## config.mk

```make
export PLATFORM = sky130hd
export DESIGN_NAME = ternary_weight_int8_dot
export DESIGN_NICKNAME = d
export VERILOG_FILES = /design/src/design/twdot_pkg.sv /design/src/design/twdot_front.sv /design/src/design/twdot_queue.sv /design/src/design/twdot_back.sv /design/src/design/ternary_weight_int8_dot.sv
export SDC_FILE = /design/constraint.sdc
export NUM_CORES = 2
export LEC_CHECK = 0
export BUFFER_PORTS_ARGS = -buffer_cell sky130_fd_sc_hd__buf_2
export CORE_ASPECT_RATIO = 2
export CORE_MARGIN = 2
export CORE_UTILIZATION = 50
export CTS_BUF_LIST = sky130_fd_sc_hd__clkbuf_4 sky130_fd_sc_hd__clkbuf_8
export DETAILED_ROUTE_END_ITERATION = 10
export PLACE_DENSITY = 0.75
export SETUP_SLACK_MARGIN = 0.4
export SLEW_MARGIN = 20
export SYNTH_ARGS = -nofsm -noshare
export SYNTH_HDL_FRONTEND = slang
export SYNTH_SLANG_ARGS = --single-unit
```

## constraint.sdc

```tcl
create_clock -name i_clk -period 7.2 [get_ports i_clk]
set_input_delay 1.08 -clock i_clk [delete_from_list [all_inputs] [get_ports i_clk]]
set_output_delay 1.08 -clock i_clk [all_outputs]
set_load 0.02 [all_outputs]
```

## src/design/twdot_pkg.sv

```systemverilog
// Shared types, constants and weight decode for the ternary-weight int8 dot block.
// No dependencies; imported by every module of the block.
package twdot_pkg;

    localparam int ACC_BITS_DEF        = 32;
    localparam int SCALE_FRAC_BITS_DEF = 24;
    localparam int QUEUE_DEPTH_DEF     = 4;

    localparam int ACT_BITS   = 8;
    localparam int PROD_BITS  = 10;
    localparam int SUM_BITS   = 11;
    localparam int TOTAL_BITS = 32;
    localparam int SCALE_BITS = 32;
    localparam int OUT_BITS   = 48;

    localparam logic [SCALE_BITS-1:0] SCALE_RESET = 32'd16777216;

    localparam logic [1:0] CODE_NEG  = 2'd0;
    localparam logic [1:0] CODE_ZERO = 2'd1;
    localparam logic [1:0] CODE_POS  = 2'd2;
    localparam logic [1:0] CODE_TWO  = 2'd3;

    typedef struct packed {
        logic signed [SUM_BITS-1:0] sum;
        logic                       row_end;
    } t_tw_entry;

    function automatic logic signed [PROD_BITS-1:0] weight_product(
        input logic [1:0]                 code,
        input logic signed [ACT_BITS-1:0] act
    );
        logic signed [PROD_BITS-1:0] a_ext;
        a_ext = PROD_BITS'(act);
        case (code)
            CODE_NEG:  weight_product = -a_ext;
            CODE_ZERO: weight_product = '0;
            CODE_POS:  weight_product = a_ext;
            CODE_TWO:  weight_product = a_ext <<< 1;
            default:   weight_product = '0;
        endcase
    endfunction

endpackage

```

## src/design/twdot_front.sv

```systemverilog
// Front part: accepts input items and reduces the four weight products to one partial sum.
// Depends on twdot_pkg; feeds twdot_queue.
module twdot_front import twdot_pkg::*; (
    input  logic                       i_in_valid,
    output logic                       o_in_stall,
    input  logic [7:0]                 i_weight_byte,
    input  logic signed [ACT_BITS-1:0] i_act_a,
    input  logic signed [ACT_BITS-1:0] i_act_b,
    input  logic signed [ACT_BITS-1:0] i_act_c,
    input  logic signed [ACT_BITS-1:0] i_act_d,
    input  logic                       i_row_end,
    input  logic                       i_q_full,
    output logic                       o_push,
    output t_tw_entry                  o_entry
);

    logic signed [PROD_BITS-1:0] p_a, p_b, p_c, p_d;

    assign p_a = weight_product(i_weight_byte[7:6], i_act_a);
    assign p_b = weight_product(i_weight_byte[5:4], i_act_b);
    assign p_c = weight_product(i_weight_byte[3:2], i_act_c);
    assign p_d = weight_product(i_weight_byte[1:0], i_act_d);

    assign o_in_stall      = i_q_full;
    assign o_push          = i_in_valid && !i_q_full;
    assign o_entry.sum     = SUM_BITS'(p_a) + SUM_BITS'(p_b) + SUM_BITS'(p_c) + SUM_BITS'(p_d);
    assign o_entry.row_end = i_row_end;

endmodule

```

## src/design/twdot_queue.sv

```systemverilog
// Short FIFO of partial-sum items between the front and back parts.
// Depends on twdot_pkg for the entry type.
module twdot_queue import twdot_pkg::*; #(
    parameter int DEPTH = QUEUE_DEPTH_DEF
) (
    input  logic      i_clk,
    input  logic      i_rst_n,
    input  logic      i_push,
    input  t_tw_entry i_entry,
    input  logic      i_pop,
    output logic      o_full,
    output logic      o_valid,
    output t_tw_entry o_entry
);

    localparam int IW = (DEPTH > 1) ? $clog2(DEPTH) : 1;
    localparam int CW = $clog2(DEPTH + 1);

    t_tw_entry         r_mem [DEPTH];
    logic [IW-1:0]     r_wr_ptr, r_rd_ptr;
    logic [CW-1:0]     r_count;
    logic [IW-1:0]     n_wr_ptr, n_rd_ptr;

    assign o_full  = (r_count == CW'(DEPTH));
    assign o_valid = (r_count != '0);
    assign o_entry = r_mem[r_rd_ptr];

    assign n_wr_ptr = (r_wr_ptr == IW'(DEPTH - 1)) ? '0 : r_wr_ptr + 1'b1;
    assign n_rd_ptr = (r_rd_ptr == IW'(DEPTH - 1)) ? '0 : r_rd_ptr + 1'b1;

    always_ff @(posedge i_clk) begin
        if (i_push) begin
            r_mem[r_wr_ptr] <= i_entry;
        end
    end

    always_ff @(posedge i_clk) begin
        if (!i_rst_n) begin
            r_wr_ptr <= '0;
            r_rd_ptr <= '0;
            r_count  <= '0;
        end else begin
            if (i_push) begin
                r_wr_ptr <= n_wr_ptr;
            end
            if (i_pop) begin
                r_rd_ptr <= n_rd_ptr;
            end
            case ({i_push, i_pop})
                2'b10:   r_count <= r_count + 1'b1;
                2'b01:   r_count <= r_count - 1'b1;
                default: r_count <= r_count;
            endcase
        end
    end

endmodule

```

## src/design/twdot_back.sv

```systemverilog
// Back part: row accumulator, scale register, scale multiply and output register.
// Depends on twdot_pkg; drains twdot_queue.
module twdot_back import twdot_pkg::*; #(
    parameter int ACC_BITS        = ACC_BITS_DEF,
    parameter int SCALE_FRAC_BITS = SCALE_FRAC_BITS_DEF
) (
    input  logic                         i_clk,
    input  logic                         i_rst_n,
    input  logic                         i_q_valid,
    input  t_tw_entry                    i_q_entry,
    output logic                         o_q_pop,
    input  logic                         i_cfg_valid,
    output logic                         o_cfg_ready,
    input  logic [SCALE_BITS-1:0]        i_cfg_data,
    output logic                         o_out_valid,
    input  logic                         i_out_stall,
    output logic signed [TOTAL_BITS-1:0] o_row_total,
    output logic signed [OUT_BITS-1:0]   o_row_scaled
);

    localparam int WIDE = (ACC_BITS > TOTAL_BITS) ? ACC_BITS : TOTAL_BITS;

    logic [SCALE_BITS-1:0]          r_scale;
    logic [ACC_BITS-1:0]            r_acc;
    logic [ACC_BITS-1:0]            n_acc;
    logic [WIDE-1:0]                n_acc_wide;
    logic                           r_s1_valid;
    logic signed [TOTAL_BITS-1:0]   r_s1_total;
    logic                           r_out_valid;
    logic signed [TOTAL_BITS-1:0]   r_out_total;
    logic signed [OUT_BITS-1:0]     r_out_scaled;
    logic                           en_out, en_s1;
    logic signed [TOTAL_BITS:0]     total_ext;
    logic signed [SCALE_BITS:0]     scale_ext;
    logic signed [TOTAL_BITS+SCALE_BITS+1:0] prod;
    logic signed [TOTAL_BITS+SCALE_BITS-1:0] prod64;
    logic signed [TOTAL_BITS+SCALE_BITS-1:0] shifted;

    assign en_out  = !r_out_valid || !i_out_stall;
    assign en_s1   = !r_s1_valid || en_out;
    assign o_q_pop = i_q_valid && (!i_q_entry.row_end || en_s1);

    assign n_acc      = r_acc + {{(ACC_BITS - SUM_BITS){i_q_entry.sum[SUM_BITS-1]}},
                                 i_q_entry.sum};
    assign n_acc_wide = WIDE'(n_acc);

    assign total_ext = {r_s1_total[TOTAL_BITS-1], r_s1_total};
    assign scale_ext = {1'b0, r_scale};
    assign prod      = total_ext * scale_ext;
    assign prod64    = prod[TOTAL_BITS+SCALE_BITS-1:0];
    assign shifted   = prod64 >>> SCALE_FRAC_BITS;

    assign o_cfg_ready  = 1'b1;
    assign o_out_valid  = r_out_valid;
    assign o_row_total  = r_out_total;
    assign o_row_scaled = r_out_scaled;

    always_ff @(posedge i_clk) begin
        if (!i_rst_n) begin
            r_scale     <= SCALE_RESET;
            r_acc       <= '0;
            r_s1_valid  <= 1'b0;
            r_out_valid <= 1'b0;
        end else begin
            if (i_cfg_valid) begin
                r_scale <= i_cfg_data;
            end
            if (o_q_pop) begin
                r_acc <= i_q_entry.row_end ? '0 : n_acc;
            end
            if (en_s1) begin
                r_s1_valid <= o_q_pop && i_q_entry.row_end;
            end
            if (en_out) begin
                r_out_valid <= r_s1_valid;
            end
        end
    end

    always_ff @(posedge i_clk) begin
        if (o_q_pop && i_q_entry.row_end) begin
            r_s1_total <= n_acc_wide[TOTAL_BITS-1:0];
        end
        if (en_out && r_s1_valid) begin
            r_out_total  <= r_s1_total;
            r_out_scaled <= shifted[OUT_BITS-1:0];
        end
    end

endmodule

```

## src/design/ternary_weight_int8_dot.sv

```systemverilog
// Top level of the ternary-weight int8 row dot product.
// Depends on twdot_pkg, twdot_front, twdot_queue and twdot_back.
//
// Input channel (i_in_valid / o_in_stall): one item per cycle, a packed weight
// byte with its four int8 activations and a row_end flag. Items are taken at
// one per cycle while the queue has room; o_in_stall rises only once the queue
// is full, which happens only while the result side is stalled.
// Output channel (o_out_valid / i_out_stall): one item per row, the 32-bit
// wrapped total and the total times row_scale shifted right by the fraction
// width. After its last byte is taken, the result of a row passes through the
// two-stage back end (accumulate, then scale multiply into the output
// register). Sustained rate is one input item per cycle while the result
// side does not stall.
// Config channel (i_cfg_valid / o_cfg_ready): writes row_scale, always ready.
// Write it only while the block is idle.
// Reset (synchronous, active low) clears the accumulator, empties the queue
// and pipeline, and sets row_scale to 1.0. While i_out_stall is high the
// result holds, the back end keeps summing bytes that do not end a row, and
// the queue absorbs up to its depth before the input stalls.
module ternary_weight_int8_dot import twdot_pkg::*; #(
    parameter int ACC_BITS        = ACC_BITS_DEF,
    parameter int SCALE_FRAC_BITS = SCALE_FRAC_BITS_DEF,
    parameter int QUEUE_DEPTH     = QUEUE_DEPTH_DEF
) (
    input  logic                         i_clk,
    input  logic                         i_rst_n,
    input  logic                         i_in_valid,
    output logic                         o_in_stall,
    input  logic [7:0]                   i_weight_byte,
    input  logic signed [ACT_BITS-1:0]   i_act_a,
    input  logic signed [ACT_BITS-1:0]   i_act_b,
    input  logic signed [ACT_BITS-1:0]   i_act_c,
    input  logic signed [ACT_BITS-1:0]   i_act_d,
    input  logic                         i_row_end,
    output logic                         o_out_valid,
    input  logic                         i_out_stall,
    output logic signed [TOTAL_BITS-1:0] o_row_total,
    output logic signed [OUT_BITS-1:0]   o_row_scaled,
    input  logic                         i_cfg_valid,
    output logic                         o_cfg_ready,
    input  logic [SCALE_BITS-1:0]        i_cfg_data
);

    logic      q_full, q_valid, q_push, q_pop;
    t_tw_entry push_entry, head_entry;

    twdot_front u_front (
        .i_in_valid    (i_in_valid),
        .o_in_stall    (o_in_stall),
        .i_weight_byte (i_weight_byte),
        .i_act_a       (i_act_a),
        .i_act_b       (i_act_b),
        .i_act_c       (i_act_c),
        .i_act_d       (i_act_d),
        .i_row_end     (i_row_end),
        .i_q_full      (q_full),
        .o_push        (q_push),
        .o_entry       (push_entry)
    );

    twdot_queue #(
        .DEPTH (QUEUE_DEPTH)
    ) u_queue (
        .i_clk   (i_clk),
        .i_rst_n (i_rst_n),
        .i_push  (q_push),
        .i_entry (push_entry),
        .i_pop   (q_pop),
        .o_full  (q_full),
        .o_valid (q_valid),
        .o_entry (head_entry)
    );

    twdot_back #(
        .ACC_BITS        (ACC_BITS),
        .SCALE_FRAC_BITS (SCALE_FRAC_BITS)
    ) u_back (
        .i_clk        (i_clk),
        .i_rst_n      (i_rst_n),
        .i_q_valid    (q_valid),
        .i_q_entry    (head_entry),
        .o_q_pop      (q_pop),
        .i_cfg_valid  (i_cfg_valid),
        .o_cfg_ready  (o_cfg_ready),
        .i_cfg_data   (i_cfg_data),
        .o_out_valid  (o_out_valid),
        .i_out_stall  (i_out_stall),
        .o_row_total  (o_row_total),
        .o_row_scaled (o_row_scaled)
    );

endmodule

```

# Word level (Yosys, flattened, before mapping)
# Memory sizes are Yosys's and may differ from the RTL's. A register that Yosys moved wholly into a read port is not among the register bits.
# Cells that the tools add are included.
# totals
reg_bits	177
mem_bits_rw	48
inputBits	78
output_inout_bits	83
elab_cells	71
n_memories	1
# classes
n_addsub	12
multipliers	1
eq_ne	17
n_mux	12
n_reduce_logical	18
# mem_list
memory	depth	width	rd	rd_ports_with_merged_regs	write_ports	line_no	rtl
u_queue.r_mem	4	12	1	1	1	twdot_queue.sv:19	t_tw_entry r_mem [DEPTH];
# op_table
op	n
case mux 10 bit (4 select lines)	4
multiplier 32 x 33 -> 64 bit	1
negation 8 -> 10 bit	4
adder 32 bit	1
2-to-1 mux 32 bit	1
adder 11 x 10 -> 11 bit	2
equality test 2 bit, second input constant	11
adder 10 x 10 -> 11 bit	1
equality test 2 x 1 -> 1 bit, second input constant	5
logical NOT 2 bit	4
2-to-1 mux 2 bit	4
case mux 3 bit (2 select lines)	1
logical NOT 1 bit	5
adder 2 x 1 -> 2 bit, second input constant	2
logical AND 1 bit	4
adder 3 x 1 -> 3 bit, second input constant	1
equality test 3 bit, second input constant	1
logical OR 1 bit	3
nonzero test 3 bit	1
subtractor 3 x 1 -> 3 bit, second input constant	1
2-to-1 mux 1 bit	2
nonzero test 2 bit	1

# Depth between registers and ports, before layout
# depth
word_depth	7
depth_mapped	29
depth_no_buf	28

# Modules after synthesis
# Synthesis repeated with hierarchy kept, for this count alone.
# unflattened
hier_cells	4635
area_unflattened_um2	44879.3
# modules_own_cells
mod	instances	cells_each	area_each_um2	seq_area_each_um2
twdot_back	1	4219	40530.1	4444.3
twdot_queue	1	109	2200.9	1621.6
twdot_front	1	307	2148.3	0.0

# Worst setup path before layout
# OpenSTA, ideal clock, no wires.
# synth_path
path_type	register to register
startpoint	reg u_back.r_s1_total[8]
endpoint	reg u_back.r_out_scaled[38], in the netlist u_back.o_row_scaled[38] (data pin)
setup_time_ns	0.260
arrival_ns	6.974
required_ns	6.940
slack_ns	-0.034
stages_incl_launch_ff	26
path_buffers	1
period_less_slack_ns	7.234
cell_sequence	edfxtp_1 clkbuf_1 and2_1 fa_1 fa_1 inv_1 fa_1 fa_1 inv_1 fa_1 fa_1 fa_1 inv_1 fa_1 inv_1 ha_1 a21oi_1 nor2_1 a211oi_1 o21ai_0 a221o_1 a31oi_2 o31a_4 o21ai_4 a221oi_2 xnor2_1
# synth_between
elab_chain_cells	1
# synth_lines
item	line_no	rtl
start, declared	twdot_back.sv:28	logic signed [TOTAL_BITS-1:0] r_s1_total;
start signal, assigned	twdot_back.sv:82	r_s1_total <= n_acc_wide[TOTAL_BITS-1:0];
multiplier 32 x 33 -> 64 bit	twdot_back.sv:49	assign prod = total_ext * scale_ext;
net u_back.prod[62]	twdot_back.sv:35	logic signed [TOTAL_BITS+SCALE_BITS+1:0] prod;
end signal, assigned	twdot_back.sv:86	r_out_scaled <= shifted[OUT_BITS-1:0];
end, declared	twdot_back.sv:31	logic signed [OUT_BITS-1:0] r_out_scaled;
# The timed path passes the listed nets, and every way through them passes these cells.
# A chain may end at the register's enable or synchronous reset.

# Final worst setup path
# layout_path
startpoint	reg u_back.r_scale[9]
endpoint	reg u_back.r_out_scaled[38], in the netlist u_back.o_row_scaled[38] (data pin)
# layout_between
elab_chain_cells	1
# layout_lines
item	line_no	rtl
start, declared	twdot_back.sv:23	logic [SCALE_BITS-1:0] r_scale;
start signal, assigned	twdot_back.sv:66	r_scale <= i_cfg_data;
multiplier 32 x 33 -> 64 bit	twdot_back.sv:49	
net u_back.prod[62]	twdot_back.sv:35	
# The timed path passes the listed nets, and every way through them passes these cells.

==> summary.md <==
| Metric | Value |
|---|---|
| Status | `finished with violations` |
| Failing checks | `negative setup slack` |
| Avg Vias per Cell | `~5.5` |
| Die Footprint | `91300 sq um` |
| Nets@finish | `6275` |
| Mapped Area | `about 44000 sq um` |
| Initial DRC Count | `1502` |
| Cells after Synth | `roughly 4600` |
| Largest family of logic cells by synthesized area | `adder cells` |
| Worst-Margin Slew | `1080 ps` |
| DRC Markers | `0` |
| RSZ-0062 raised after global routing | `true` |
| Crit path launch type | `flip-flop` |
| Layout Cells excl Fill | `~6100` |
| Synth top area share | `0.414` |
| Seq/Total Area, Yosys | `0.137` |
| Clock tree sinks | `227` |
| Worst slack, placed | `-633 ps` |
| Core box area | `88100 sq um` |
| Area growth syn-to-layout | `16.3%` |
| Largest net degree at the start of global routing | `63` |
| Max Freq | `between 100 and 150 MHz` |
| Max-slew violations | `0` |
| Synth area leaders | `fa_1, edfxtp_1, ha_1` |
| Final setup viols | `25` |
| Initial core utilization | `0.504` |
| Total Wirelength | `135000 microns` |
| Number of synthesized register bits | `around 230` |
| Top-level I/O count | `161` |
| Via count | `33800` |
| Post-Synth XOR/XNOR Area | `0.0174` |
| Crit Path Category | `reg2reg` |
| DRT Pass-1 Iters | `5` |
| Hold Worst Slack | `around 500 ps` |
| Port bufs | `around 160` |
| GRT overflow | `0` |
| WL/cell | `22.0 microns` |
| YS warnings | `0` |
| CTS tree | `yes` |
| Max Cap Viol | `0` |
| Final Hold Vio Count | `0` |
| First-pass GRT wire length | `206000 microns` |
| Crit path required time | `7570 ps` |
| Setup Skew | `77.2 ps` |
| H-tree Lvls | `2` |
| Complex-gate fraction of the synthesized area | `0.0572` |
| Leading area contributor after synthesis | `fa_1` |
| Fin crit period | `around 7500 ps` |
| Async set-or-reset flop fraction in the synthesized netlist | `0` |
| Ys flop type | `edfxtp_1` |
| Die X | `215 microns` |
| Max FO, Critical Path | `16` |
| GRT Overall Usage | `0.302` |
| Syn Nets | `5885` |
| Setup ws final | `-299 ps` |
| Initial antenna violation count | `14` |
| Die height | `425 microns` |
| EDFF count, synth | `around 150` |
| CTS max path bufs | `3` |
| Placed Cells | `6039` |
| Gpl congestion | `0.961` |
| Simple logic cell fraction of the synthesized area | `0.163` |
| CTS buffer count | `36` |
| Detail Placement HPWL | `112000 microns` |
| Arrival @ worst endpoint | `a little under 8000 ps` |
| Root Buffer | `clkbuf_8` |
| Post-synthesis adder-cell area fraction | `0.509` |
| Final period util | `1.04` |
| Clock transition at path regs | `roughly 90 ps` |
| Multiplexer share of the synthesized area | `0.0185` |
| Hold Crit Class | `reg2reg` |
| ANT nets after route | `0` |
| Row Count | `154` |
| Synth cell types | `74` |
| Fin util | `0.587` |
| Critical path endpoint category | `flip-flop` |
| Vias in the first global route | `38000` |
| Worst-Skew Late Latency | `~650 ps` |
| Max-slew headroom | `0.279` |
| Post-Syn Area per Cell | `approximately 9.8 sq um` |
| Layout cell share with drive strength beyond 1 | `0.176` |
[final cells by class]
type | instances | area, sq um
Tap cell | 1170 | 1460
Fill cell | 7330 | 36400
Antenna cell | 6 | 15.0
Clock inverter | 18 | 229
Inverter | 909 | 3410
Clock buffer | 46 | 577
Multi-Input combinational cell | 3168 | 34800
Sequential cell | 227 | 6080
Timing Repair Buffer | 599 | 5070
[cells in the mapped netlist, types with 55 or more instances]
library cell  number
a21oi_1          136
and2_1           638
clkbuf_1         231
dfxtp_1           75
edfxtp_1         152
fa_1             918
ha_1             338
inv_1            909
nand2_1          437
nor2_1           100
nor2b_1           67
o21ai_0           55
xnor2_1           61
[stage by stage]
step | setup TNS [ps] | cell area [sq um]
finish | -5070 | 51700
floorplan | 0 | 44700
CTS | -3020 | 51300
global placement | -8100 | 49800
global route | -11140 | 51700
detailed placement | -12000 | 49800
[kinds of logic (layout without fill, tap and decap cells)]
family,Yosys count,in the layout
buffers and inverters,1156,1572
adder cells (fa/ha/maj),1256,1256
XOR/XNOR,88,88
AO/OA/AOI/OAI,383,383
other,1,7
AND/OR/NAND/NOR,1375,1375
multiplexers,65,65
flip-flops,227,227
[metal layers]
layer,vias up,GRT usage,share of wire
met1,17100,0.259,0.28
met4,12,0.326,0.13
met2,1273,0.564,0.54
li1,14600,-,-
met3,752,0.0447,0.046
met5,-,0,0.00058
[state kept, by name, indices dropped and copies added, names as in the netlist, named ones only]
signal / count
u_queue.r_wr_ptr: 2
u_back.r_scale: 32
u_queue.r_rd_ptr: 2
u_queue.r_mem: 48
u_back.o_row_total: 32
u_back.o_out_valid: 1
u_back.o_row_scaled: 40
u_back.r_s1_total: 32
u_queue.r_count: 3
u_back.r_s1_valid: 1
u_back.r_acc: 32
[worst max-delay path, cell delays in order, from the launching register on]
cell and delay, ps:
dfxtp_2 400, buf_12 180, buf_4 190, nand2_1 90, fa_1 490, inv_1 60, fa_1 500, fa_2 650
fa_2 480, fa_2 640, fa_1 420, fa_1 490, inv_1 50, fa_1 490, inv_2 50, ha_4 220
a21oi_4 130, nor2_2 60, a211oi_2 180, buf_4 170, o21ai_4 80, a221o_1 380, a31oi_4 230, o31a_4 200
o21ai_4 70, a221oi_2 240, xnor2_1 100
[worst paths after layout]
path / start / to / slack (ps) / depth (start not counted)
max: u_back.r_scale[9]$_SDFFE_PN0P_ / u_back.o_row_scaled[38]$_DFFE_PP_ / -300 / 26
min: u_back.r_acc[21]$_SDFFE_PN0P_ / u_back.r_acc[21]$_SDFFE_PN0P_ / 490 / 1
max reg2reg: u_back.r_scale[9]$_SDFFE_PN0P_ / u_back.o_row_scaled[38]$_DFFE_PP_ / -300 / 26
min reg2reg: u_back.r_acc[21]$_SDFFE_PN0P_ / u_back.r_acc[21]$_SDFFE_PN0P_ / 490 / 1
[cell usage in the layout (no fill, tap or decap), types with 37 or more instances in the layout]
| cell | instances |
|---|---|
| a21o_1 | 49 |
| nand2_1 | 434 |
| fa_1 | 876 |
| xnor2_1 | 58 |
| dfxtp_1 | 67 |
| inv_1 | 897 |
| nor2b_1 | 65 |
| ha_1 | 315 |
| buf_12 | 67 |
| clkbuf_8 | 37 |
| o21ai_0 | 47 |
| and2_1 | 623 |
| nor2_1 | 92 |
| buf_2 | 160 |
| a21oi_1 | 117 |
| mux2i_1 | 38 |
| edfxtp_1 | 152 |
| fa_2 | 42 |
| buf_4 | 336 |
[repair_timing]
| item | 4_1_cts | 5_1_grt |
|---|---|---|
| setup endpoints to repair | 38 | 39 |
| cloned | 0 | 1 |
| hold buffers | 0 | 0 |
| resized for setup | 134 | 64 |
| pin swaps | 88 | 37 |
| setup buffers | 19 | 14 |
Power is not shown: default switching activity piles up to over one toggle a cycle in this logic, so the estimate is an artifact.
